File: src/rtl/kscs_ram.sv
// kscs_ram: generic single write port, single read port RAM with registered read.
// No dependencies.
`default_nettype none

module kscs_ram #(
  parameter int WIDTH = 8,
  parameter int DEPTH = 32
) (
  input  logic                     clk,
  input  logic                     we,
  input  logic [$clog2(DEPTH)-1:0] waddr,
  input  logic [WIDTH-1:0]         wdata,
  input  logic [$clog2(DEPTH)-1:0] raddr,
  output logic [WIDTH-1:0]         rdata
);

  logic [WIDTH-1:0] mem_r [DEPTH];
  logic [WIDTH-1:0] rdata_r;

  // Write and registered read
  always_ff @(posedge clk) begin
    if (we) begin
      mem_r[waddr] <= wdata;
    end
    rdata_r <= mem_r[raddr];
  end

  assign rdata = rdata_r;

endmodule

`default_nettype wire

File: config.mk
export PLATFORM = sky130hd
export DESIGN_NAME = kscs_ram
export DESIGN_NICKNAME = d
export VERILOG_FILES = /design/src/rtl/kscs_ram.sv
export SDC_FILE = /design/constraint.sdc
export NUM_CORES = 1
export LEC_CHECK = 0
export BUFFER_PORTS_ARGS = -buffer_cell sky130_fd_sc_hd__buf_2
export CAP_MARGIN = 15
export CORE_ASPECT_RATIO = 1.2
export CORE_MARGIN = 10
export CORE_UTILIZATION = 41
export DETAILED_ROUTE_END_ITERATION = 7
export SYNTH_ARGS = -nofsm -noshare
export SYNTH_HDL_FRONTEND = slang
export SYNTH_SLANG_ARGS = --single-unit
File: constraint.sdc
create_clock -name clk -period 4 [get_ports clk]
set_clock_uncertainty 0.15 [all_clocks]
set_input_delay 0.4 -clock clk [delete_from_list [all_inputs] [get_ports clk]]
set_output_delay 0.4 -clock clk [all_outputs]
set_load 0.005 [all_outputs]
==> flow_summary.ini <==
[status]
outcome = completed

[critical_path]
worstPathRequired_ns = 4.26
critPathMaxStageDelay_ns = 0.61
crit_fanout = 31
crit_type = input pin to flip-flop
crit_top_cell = mux4_2
path_buf_inv = 2
setup.worst_path.start_class = input pin
cp_slowest_cell = mux4_2
worst_ep_arrival_time_ns = 2.61
path_cells = buf_4 > buf_12 > mux4_2 > mux4_2 > mux2_2
critPathCaptureType = flip-flop
path_delay_family = multiplexers

[clock_tree]
clkSlewWorstSetupHoldPaths_ns = 0.06
cts_buffers = 24
cts_hold_buf = 0
clock_latency_ns = 0.53
clk_path_buf_depth = 3
cts_resized = 0
cts_setup_buffers = 0
htree_levels = 1
cts_tree = built
numClockSinks = 264
cts_root_buf = clkbuf_16

[finish]
seq_area_mm2 = 0.007848
multiInputGateArea_mm2 = 0.002100
area_delta_synth_final_pct = 12.74
stdcell_count = 794
drive_gt1_share_pct = 33.76
layout.nets = 476
num_antenna_cells = 0
nFillCells = 1962
design_area_mm2 = 0.01133

[synthesis]
synth-edff-count = 256
synthesis.area_mm2 = 0.01005
synth.top_cell.area_share_pct = 76.47
synth_top_cell_by_area = edfxtp_1
synthTopCellsByArea = edfxtp_1 76%, mux4_2 18%, dfxtp_1 1.6%
async_flop_share_pct = 0
syn-mean-instance-area_um2 = 24.11
ys_ff_latch = 264
ys_types = 15
syn_inst = 417
yosys-top-cells-count = 256 x edfxtp_1, 80 x mux4_2, 33 x nor2_1, 8 x dfxtp_1, 8 x mux2_2
ys.warnings.count = 0
yosysMostFrequentCell = edfxtp_1
syn-num-nets = 437
seq_area_frac_synth_pct = 78.06
synthFlopType = edfxtp_1

[die]
die_y_um = 191.5
die_area_mm2 = 0.03121
start_util_pct = 41.81
rows = 62
coreArea_mm2 = 0.02405
io-pin-count = 28
die_w_um = 162.9

[place]
gp_congestion = 0.7828
placed_cell_area_mm2 = 0.01054
dp.cells = 748
port_buffers = 27
dp_hpwl_mm = 13.24

[sta]
finalHoldViolCount = 0
rsz0062_at_grt = false
tightest_slew_ns = 1.160
finalSetupTns_ns = 0
post-route-period-util_pct = 58.92
drv_slew = 0
period_minus_slack_ns = 2.357
max_clock_freq_ghz = 0.4243
slew_headroom_pct = 22.36
hold_slack_ns = 0.1855
setup_violations = 0

[detailed_routing]
wl_mm = 20.96
vias = 4333
wire_per_inst_um = 26.40
drt_iter0_markers = 448
drc_errors = 0
antenna_left = 0
vias_per_cell = 5.457
first_pass_iters = 5

[pwr]
combPwrFrac_pct = 5.0
p_int_uw = 4477
powerDensity_mw_per_mm2 = 495.5
p_sw_uw = 1140
clkPwrFrac_pct = 39.9
power_leakage_uw = 0.003494
ir_drop_v = 0.0002684
power.share.sequential_pct = 55.0
netSwitchingFraction_pct = 20.29

[global_route]
busiest_layer = met2
use_met1_pct = 19.27
groute.usage.overall_pct = 13.57
antenna_found_initial = 0
grt_max_degree = 35
grt_pass1_wl_mm = 31.30
use_met3_pct = 2.152
first_global_vias = 4574
grt.overflow.total = 0
grt_util_met2_pct = 21.23

[worst_hold_path]
min_path_type = input pin to flip-flop

[flow_run]
cap_violations = 0
## sequential cells by signal (all words and copies together) (netlist names)
name / cells
mem_r: 256
rdata: 8
## layer usage
metal	part of all wire, %	vias up
li1	-	1851
met1	44	2329
met2	49	127
met3	5.3	26
met4	1.7	0
met5	0	-
## worst paths after layout
path           startpoint       end  slack, ns  cells past startpoint
max              raddr[0]  rdata[4]       1.64                      5
min reg2reg  mem_r[12][5]  rdata[5]       0.74                      3
min              raddr[3]  rdata[1]       0.19                      2
max reg2reg   mem_r[5][2]  rdata[2]       2.02                      3
## power by group through the flow
stage / Combinational [uW] / Clock, uW / Sequential [uW]
finish: 282 / 2240 / 3090
global route: 303 / 2390 / 3090
CTS: 288 / 2270 / 3090
detailed placement: 287 / 0 / 3150
global placement: 284 / 0 / 3150
floorplan: 164 / 0 / 3140
## area by class of cell
class | count | area share, %
clock inverter | 12 | 1.071
clock buffer | 32 | 5.740
multi-input combinational | 133 | 18.52
sequential | 264 | 69.24
tap | 320 | 3.532
timing repair buffer | 33 | 1.899
## stage by stage
stage | utilization, % | total power (uW) | worst slack, ns
after floorplan | - | 3307 | 1.648
after CTS | 47.04 | 5651 | 1.605
after global placement | 43.83 | 3434 | 1.038
after global routing | 47.13 | 5788 | 1.512
after detailed placement | 43.83 | 3439 | 1.075
final | 47.13 | 5616 | 1.643
## cells by family (layout without fill, tap and decap cells)
kind of cell | after synthesis | in the layout | synth area share [%]
DFF | 264 | 264 | 78.06
buffers and inverters | 20 | 77 | 1.058
muxes | 88 | 88 | 18.82
and+or+nand+nor | 45 | 45 | 2.066
## layout by cell type, fill, tap and decap left out, types with 3 or more instances in the layout
cell type / instances
clkbuf_1: 6
dfxtp_1: 8
nor2_1: 33
or3b_2: 3
buf_4: 3
buf_2: 26
mux2_2: 8
mux4_2: 80
nand3b_1: 5
clkinv_2: 6
clkbuf_16: 24
edfxtp_1: 256
Note: power is estimated with default switching activity, not from simulation.
