<file path="src/rtl/kscs_pkg.sv">
// kscs_pkg: shared types, codes and sizes of the keyframe spline camera sampler.
// No dependencies; imported by kscs_div, the top level and the testbench.
`default_nettype none

package kscs_pkg;

  // Table size and derived widths
  localparam int MAX_KEYS = 32;
  localparam int KEY_AW   = $clog2(MAX_KEYS);
  localparam int CNT_W    = $clog2(MAX_KEYS + 1);

  // Spline accumulator and product widths (fraction is 16 bits plus a zero sign bit)
  localparam int ACC_W  = 40;
  localparam int FRAC_W = 16;
  localparam int PROD_W = ACC_W + FRAC_W + 1;

  // Divider step counts
  localparam int DIV_CW = 6;
  localparam logic [DIV_CW-1:0] DIV_STEPS_MOD  = DIV_CW'(32);
  localparam logic [DIV_CW-1:0] DIV_STEPS_FRAC = DIV_CW'(FRAC_W);

  // Command codes
  localparam logic [2:0] CMD_ADD   = 3'd0;
  localparam logic [2:0] CMD_CLEAR = 3'd1;
  localparam logic [2:0] CMD_PLAY  = 3'd2;
  localparam logic [2:0] CMD_PAUSE = 3'd3;
  localparam logic [2:0] CMD_STOP  = 3'd4;
  localparam logic [2:0] CMD_SEEK  = 3'd5;
  localparam logic [2:0] CMD_TICK  = 3'd6;

  // Event codes
  localparam logic [1:0] EV_NONE    = 2'd0;
  localparam logic [1:0] EV_STARTED = 2'd1;
  localparam logic [1:0] EV_ENDED   = 2'd2;
  localparam logic [1:0] EV_DROPPED = 2'd3;

  typedef enum logic [1:0] {
    RUN_IDLE,
    RUN_PLAYING,
    RUN_PAUSED,
    RUN_FINISHED
  } run_state_t;

  typedef enum logic [3:0] {
    S_IDLE,
    S_INS_SCAN,
    S_INS_SHIFT,
    S_INS_WRITE,
    S_TICK_MOD,
    S_SEG_SCAN,
    S_LOAD,
    S_FRAC_START,
    S_FRAC_WAIT,
    S_MUL,
    S_DONE
  } seq_state_t;

  typedef struct packed {
    logic [2:0]         command;
    logic [31:0]        time_value;
    logic signed [31:0] in_pos_x;
    logic signed [31:0] in_pos_y;
    logic signed [31:0] in_pos_z;
    logic signed [15:0] in_rot_a;
    logic signed [15:0] in_rot_b;
    logic signed [15:0] in_rot_c;
    logic signed [15:0] in_rot_d;
    logic [15:0]        in_fov;
    logic signed [15:0] in_exposure;
  } in_item_t;

  typedef struct packed {
    logic               pose_valid;
    logic [1:0]         event_res;
    logic [1:0]         play_state;
    logic signed [31:0] out_pos_x;
    logic signed [31:0] out_pos_y;
    logic signed [31:0] out_pos_z;
    logic signed [15:0] out_rot_a;
    logic signed [15:0] out_rot_b;
    logic signed [15:0] out_rot_c;
    logic signed [15:0] out_rot_d;
    logic [15:0]        out_fov;
    logic signed [15:0] out_exposure;
  } out_item_t;

  // One keyframe as stored in the table memory
  typedef struct packed {
    logic [31:0]        key_time;
    logic signed [31:0] pos_x;
    logic signed [31:0] pos_y;
    logic signed [31:0] pos_z;
    logic signed [15:0] rot_a;
    logic signed [15:0] rot_b;
    logic signed [15:0] rot_c;
    logic signed [15:0] rot_d;
    logic [15:0]        fov;
    logic signed [15:0] exposure;
  } key_row_t;

  localparam int ROW_W = $bits(key_row_t);

  // Divider request and response
  typedef struct packed {
    logic              start;
    logic [31:0]       rem_init;
    logic [31:0]       dividend;
    logic [31:0]       divisor;
    logic [DIV_CW-1:0] steps;
  } div_req_t;

  typedef struct packed {
    logic        busy;
    logic        done;
    logic [31:0] rem;
    logic [15:0] quo;
  } div_rsp_t;

endpackage

`default_nettype wire

</file>
<file path="src/rtl/kscs_div.sv">
// kscs_div: restoring divider, one quotient bit per cycle, for modulo and fraction.
// Depends on kscs_pkg.
`default_nettype none

module kscs_div (
  input  logic                clk,
  input  logic                rst_n,
  input  kscs_pkg::div_req_t  req,
  output kscs_pkg::div_rsp_t  rsp
);
  import kscs_pkg::*;

  logic              busy_r, busy_nxt;
  logic              done_r, done_nxt;
  logic [31:0]       rem_r, rem_nxt;
  logic [31:0]       dvd_r, dvd_nxt;
  logic [31:0]       dsr_r, dsr_nxt;
  logic [15:0]       quo_r, quo_nxt;
  logic [DIV_CW-1:0] cnt_r, cnt_nxt;
  logic [32:0]       shifted;
  logic [32:0]       trial;

  // One shift-and-subtract step per cycle
  always_comb begin
    shifted  = {rem_r, dvd_r[31]};
    trial    = shifted - {1'b0, dsr_r};
    busy_nxt = busy_r;
    done_nxt = 1'b0;
    rem_nxt  = rem_r;
    dvd_nxt  = dvd_r;
    dsr_nxt  = dsr_r;
    quo_nxt  = quo_r;
    cnt_nxt  = cnt_r;
    if (req.start) begin
      busy_nxt = 1'b1;
      rem_nxt  = req.rem_init;
      dvd_nxt  = req.dividend;
      dsr_nxt  = req.divisor;
      cnt_nxt  = req.steps;
      quo_nxt  = '0;
    end else if (busy_r) begin
      dvd_nxt = {dvd_r[30:0], 1'b0};
      if (!trial[32]) begin
        rem_nxt = trial[31:0];
        quo_nxt = {quo_r[14:0], 1'b1};
      end else begin
        rem_nxt = shifted[31:0];
        quo_nxt = {quo_r[14:0], 1'b0};
      end
      cnt_nxt = cnt_r - DIV_CW'(1);
      if (cnt_r == DIV_CW'(1)) begin
        busy_nxt = 1'b0;
        done_nxt = 1'b1;
      end
    end
  end

  always_ff @(posedge clk) begin
    if (!rst_n) begin
      busy_r <= 1'b0;
      done_r <= 1'b0;
      cnt_r  <= '0;
    end else begin
      busy_r <= busy_nxt;
      done_r <= done_nxt;
      cnt_r  <= cnt_nxt;
    end
    rem_r <= rem_nxt;
    dvd_r <= dvd_nxt;
    dsr_r <= dsr_nxt;
    quo_r <= quo_nxt;
  end

  assign rsp.busy = busy_r;
  assign rsp.done = done_r;
  assign rsp.rem  = rem_r;
  assign rsp.quo  = quo_r;

endmodule

`default_nettype wire

</file>
<file path="config.mk">
export PLATFORM = sky130hd
export DESIGN_NAME = kscs_div
export DESIGN_NICKNAME = d
export VERILOG_FILES = /design/src/rtl/kscs_pkg.sv /design/src/rtl/kscs_div.sv
export SDC_FILE = /design/constraint.sdc
export NUM_CORES = 1
export LEC_CHECK = 0
export BUFFER_PORTS_ARGS = -buffer_cell sky130_fd_sc_hd__buf_2
export CAP_MARGIN = 20
export CORE_UTILIZATION = 50
export CTS_BUF_LIST = sky130_fd_sc_hd__clkbuf_4 sky130_fd_sc_hd__clkbuf_8
export DETAILED_ROUTE_END_ITERATION = 10
export GPL_TIMING_DRIVEN = 0
export PLACE_DENSITY_LB_ADDON = 0.15
export SLEW_MARGIN = 20
export SYNTH_ARGS = -nofsm -noshare
export SYNTH_HDL_FRONTEND = slang
export SYNTH_SLANG_ARGS = --single-unit
export TNS_END_PERCENT = 10
</file>
<file path="constraint.sdc">
create_clock -name clk -period 3.2 [get_ports clk]
set_input_delay 0.16 -clock clk [delete_from_list [all_inputs] [get_ports clk]]
set_output_delay 0.16 -clock clk [all_outputs]
set_load 0.01 [all_outputs]
</file>
==> flow_metrics.py <==
metrics = {
    "power": {
        "p_total_mw": 7.79,
        "vdd_drop_max_mv": 0.402,
        "cellPowerDensity_mw_per_mm2": 830,
        "power.leakage_nw": 4.08,
    },
    "yosys": {
        "synth_most_common_cell": "edfxtp_1",
        "async_flop_share_pct": 0,
        "synth_edf_count": 96,
        "netlist_instances": 666,
        "ys_ff_latch": 120,
        "synth.top_cell.area_share_pct": 40.7,
        "synth_area_mm2": 0.00709,
        "synth_fa_ha_area_share_pct": 6.29,
        "ys_top_cells_by_area": "edfxtp_1 41%, dfxtp_1 6.8%, ha_1 6.0%",
        "synth_commonest_cells": "96 x edfxtp_1, 68 x nand2_1, 51 x nor2_1",
        "synth.yosys.seq_area_share_pct": 47.5,
        "synthXorXnorAreaFrac_pct": 3.34,
        "synth_simple_gate_area_share_pct": 12.6,
        "syn_avg_cell_area_um2": 10.6,
        "syn_nets": 806,
        "synth-compound-area-share_pct": 14.7,
        "ys_warn_count": 0,
        "ys.flop_type": "edfxtp_1",
        "ys_types": 72,
        "synthMuxAreaShare_pct": 10.3,
        "synth_top_family_by_area": "compound AO/OA/AOI/OAI gates",
        "synth_top_cell_by_area": "edfxtp_1",
    },
    "final_layout": {
        "antenna_cells": 0,
        "final_nets": 1053,
        "syn2layout_area_growth_pct": 32.3,
        "final_area_mm2": 0.00938,
        "drive_above_1_share_pct": 27.8,
    },
    "critical_path": {
        "ff2ff_setup_slack_ns": 0.12,
        "critPathSlowestCell": "ha_1",
        "crit_path_end_kind": "flop",
        "cp.arrival_ns": 3.28,
        "path_max_fanout": 10,
        "reg2reg_from": "rem_r[20]$_DFFE_PP_",
        "ff2ff_path_depth": 10,
        "cp.depth": 10,
        "cp_cell_sequence": "ha_1 > a21oi_2 > and2_1 > a221oi_2 > o21a_1 > a211o_1 > nand4_4 > buf_8 > mux2i_1 > a21oi_1",
        "start_kind": "flop",
        "max_stage_delay_ns": 0.44,
        "crit_end": "rem_r[3]$_DFFE_PP_",
        "timing.rr.end": "rem_r[3]$_DFFE_PP_",
        "cp_data_required_time_ns": 3.40,
        "crit_start": "rem_r[20]$_DFFE_PP_",
        "cp_num_buf_inv": 1,
        "worst-setup-path-type": "reg2reg",
        "crit_family": "compound AO/OA/AOI/OAI gates",
    },
    "floorplanning": {
        "core_area_mm2": 0.0138,
        "die_w_um": 121,
        "ios": 155,
        "row_count": 43,
        "initial_core_util_pct": 51.3,
        "die_h_um": 121,
        "die_area_mm2": 0.0147,
    },
    "clocking": {
        "path_clk_slew_ns": 0.07,
        "cts_inserted_buffers": 17,
        "cts.path.max_buffers": 2,
        "cts.sinks": 120,
        "tritoncts": "done",
        "clk-insertion-delay-late_ns": 0.46,
        "ctsHtreeMaxLevel": 4,
        "root_buffer": "clkbuf_8",
    },
    "global_route": {
        "grt_use_total_pct": 27.6,
        "grt_max_degree": 54,
        "antenna_found_initial": 0,
        "grt_pass1_wl_mm": 30.5,
        "overflow": 0,
        "first_global_vias": 6068,
    },
    "timing": {
        "timing.hold.ws_ns": 0.0177,
        "final_max_slew_viol_count": 0,
        "fin_crit_ns": 3.08,
        "fin_crit_sh_pct": 96.2,
        "tightest_slew_ns": 0.838,
        "fmax_ghz": 0.325,
        "setup_violations": 0,
        "rsz0062_at_grt": "no",
        "layout_setup_ws_ns": 0.122,
        "fin_worst_skew_ns": 0.0147,
        "slew_headroom_pct": 44.1,
        "hold_viol": 0,
        "tns_ns": 0,
    },
    "run_status": {
        "status": "finished, final reports clean",
    },
    "route": {
        "routedWlPerCell_um": 17.7,
        "vias_per_cell": 5.48,
        "first_pass_iters": 7,
        "route.detailed.drc": 0,
        "drt_iter0_drc": 360,
        "vias": 6064,
        "antenna_left": 0,
        "wl_mm": 19.6,
    },
    "placement": {
        "detailed_place.area_mm2": 0.00811,
        "post-place-ws_ns": -0.285,
        "port_buffers": 154,
        "dp_hpwl_mm": 13.5,
        "place.gp.congestion": 0.886,
    },
    "flow_run": {
        "max-cap-violations": 0,
    },
    "worst_hold_path": {
        "hold_path_class": "in2reg",
    },
}
routing by layer:
metal / routed length, um / vias up / track usage, % / share of wire, %
li1: - / 2928 / - / -
met1: 8470 / 2926 / 34.4 / 43
met2: 9720 / 183 / 46.9 / 50
met3: 1050 / 27 / 5.83 / 5.4
met4: 324 / 0 / 9.88 / 1.7
met5: 0 / - / 0 / 0
cell type report:
cell class,count,area [um^2]
Fill cell,1068,4450
Multi-Input combinational cell,470,3430
Sequential cell,120,3360
Timing Repair Buffer,229,1530
Clock buffer,19,249
Tap cell,180,225
Buffer,28,211
Clock inverter,13,189
Inverter,47,176
layout by cell type, fill, tap and decap left out, types with 8 or more instances in the layout:
| cell type | instances |
|---|---|
| mux2i_1 | 37 |
| xor2_1 | 9 |
| xnor2_1 | 18 |
| clkbuf_8 | 19 |
| a21oi_1 | 31 |
| nand2b_1 | 13 |
| dlygate4sd3_1 | 72 |
| o21ai_1 | 20 |
| nand3_1 | 12 |
| a21o_1 | 10 |
| nor2_1 | 51 |
| mux2_2 | 32 |
| o211ai_1 | 8 |
| ha_1 | 30 |
| inv_1 | 46 |
| edfxtp_1 | 96 |
| buf_2 | 154 |
| clkbuf_1 | 15 |
| o21ai_0 | 19 |
| nand2_1 | 67 |
| dfxtp_1 | 24 |
sequential cells by signal (all words and copies together), names as in the netlist:
| signal | flops |
|---|---|
| dsr_r | 32 |
| dvd_r | 32 |
| rem_r | 32 |
| quo_r | 16 |
| cnt_r | 6 |
| busy_r | 1 |
| done_r | 1 |
worst min path at each step:
stage	start	to	slack [ns]	cells past startpoint
after CTS	req[99]	rem_r[29]$_DFFE_PP_	0.0003	3
after detailed placement	req[27]	dsr_r[21]$_DFFE_PP_	0.34	1
after global placement	req[14]	dsr_r[8]$_DFFE_PP_	0.34	1
final	req[74]	rem_r[4]$_DFFE_PP_	0.02	3
after floorplan	req[6]	dsr_r[0]$_DFFE_PP_	0.26	0
after global routing	req[45]	dvd_r[7]$_DFFE_PP_	0.007	2
logic make-up (layout without fill, tap and decap cells):
| family | count (synthesis) | in the layout |
|---|---|---|
| simple gates | 188 | 188 |
| compound gates | 151 | 151 |
| flops | 120 | 120 |
| buf+inv | 76 | 336 |
| mux | 69 | 69 |
| fa+ha+maj | 35 | 35 |
| xor+xnor | 27 | 27 |
through the flow:
stage / cells / utilization [%]
after floorplan: 666 / -
after global placement: 1000 / 58.5
after detailed placement: 1001 / 58.7
after CTS: 1105 / 67.0
after global routing: 1106 / 67.8
final: 1106 / 67.8
worst register-to-register path, stage by stage, from the launching register on:
cell	delay, ns
edfxtp_1	0.42
ha_1	0.44
a21oi_2	0.33
and2_1	0.22
a221oi_2	0.09
o21a_1	0.25
a211o_1	0.35
nand4_4	0.17
buf_8	0.22
mux2i_1	0.25
a21oi_1	0.09
report_power, final:
part           switching, mW  internal, mW
clock network          0.676         0.878
registers              0.206          2.06
logic                   2.21          1.76
repair_timing:
action	in CTS	in global routing
setup endpoints to repair	33	30
hold buffers	70	2
endpoints found under the hold margin	74	2
gates cloned	0	0
pin swaps	1	2
gates resized for setup	2	19
setup buffers	2	0
(Power assumes the default switching activity.)
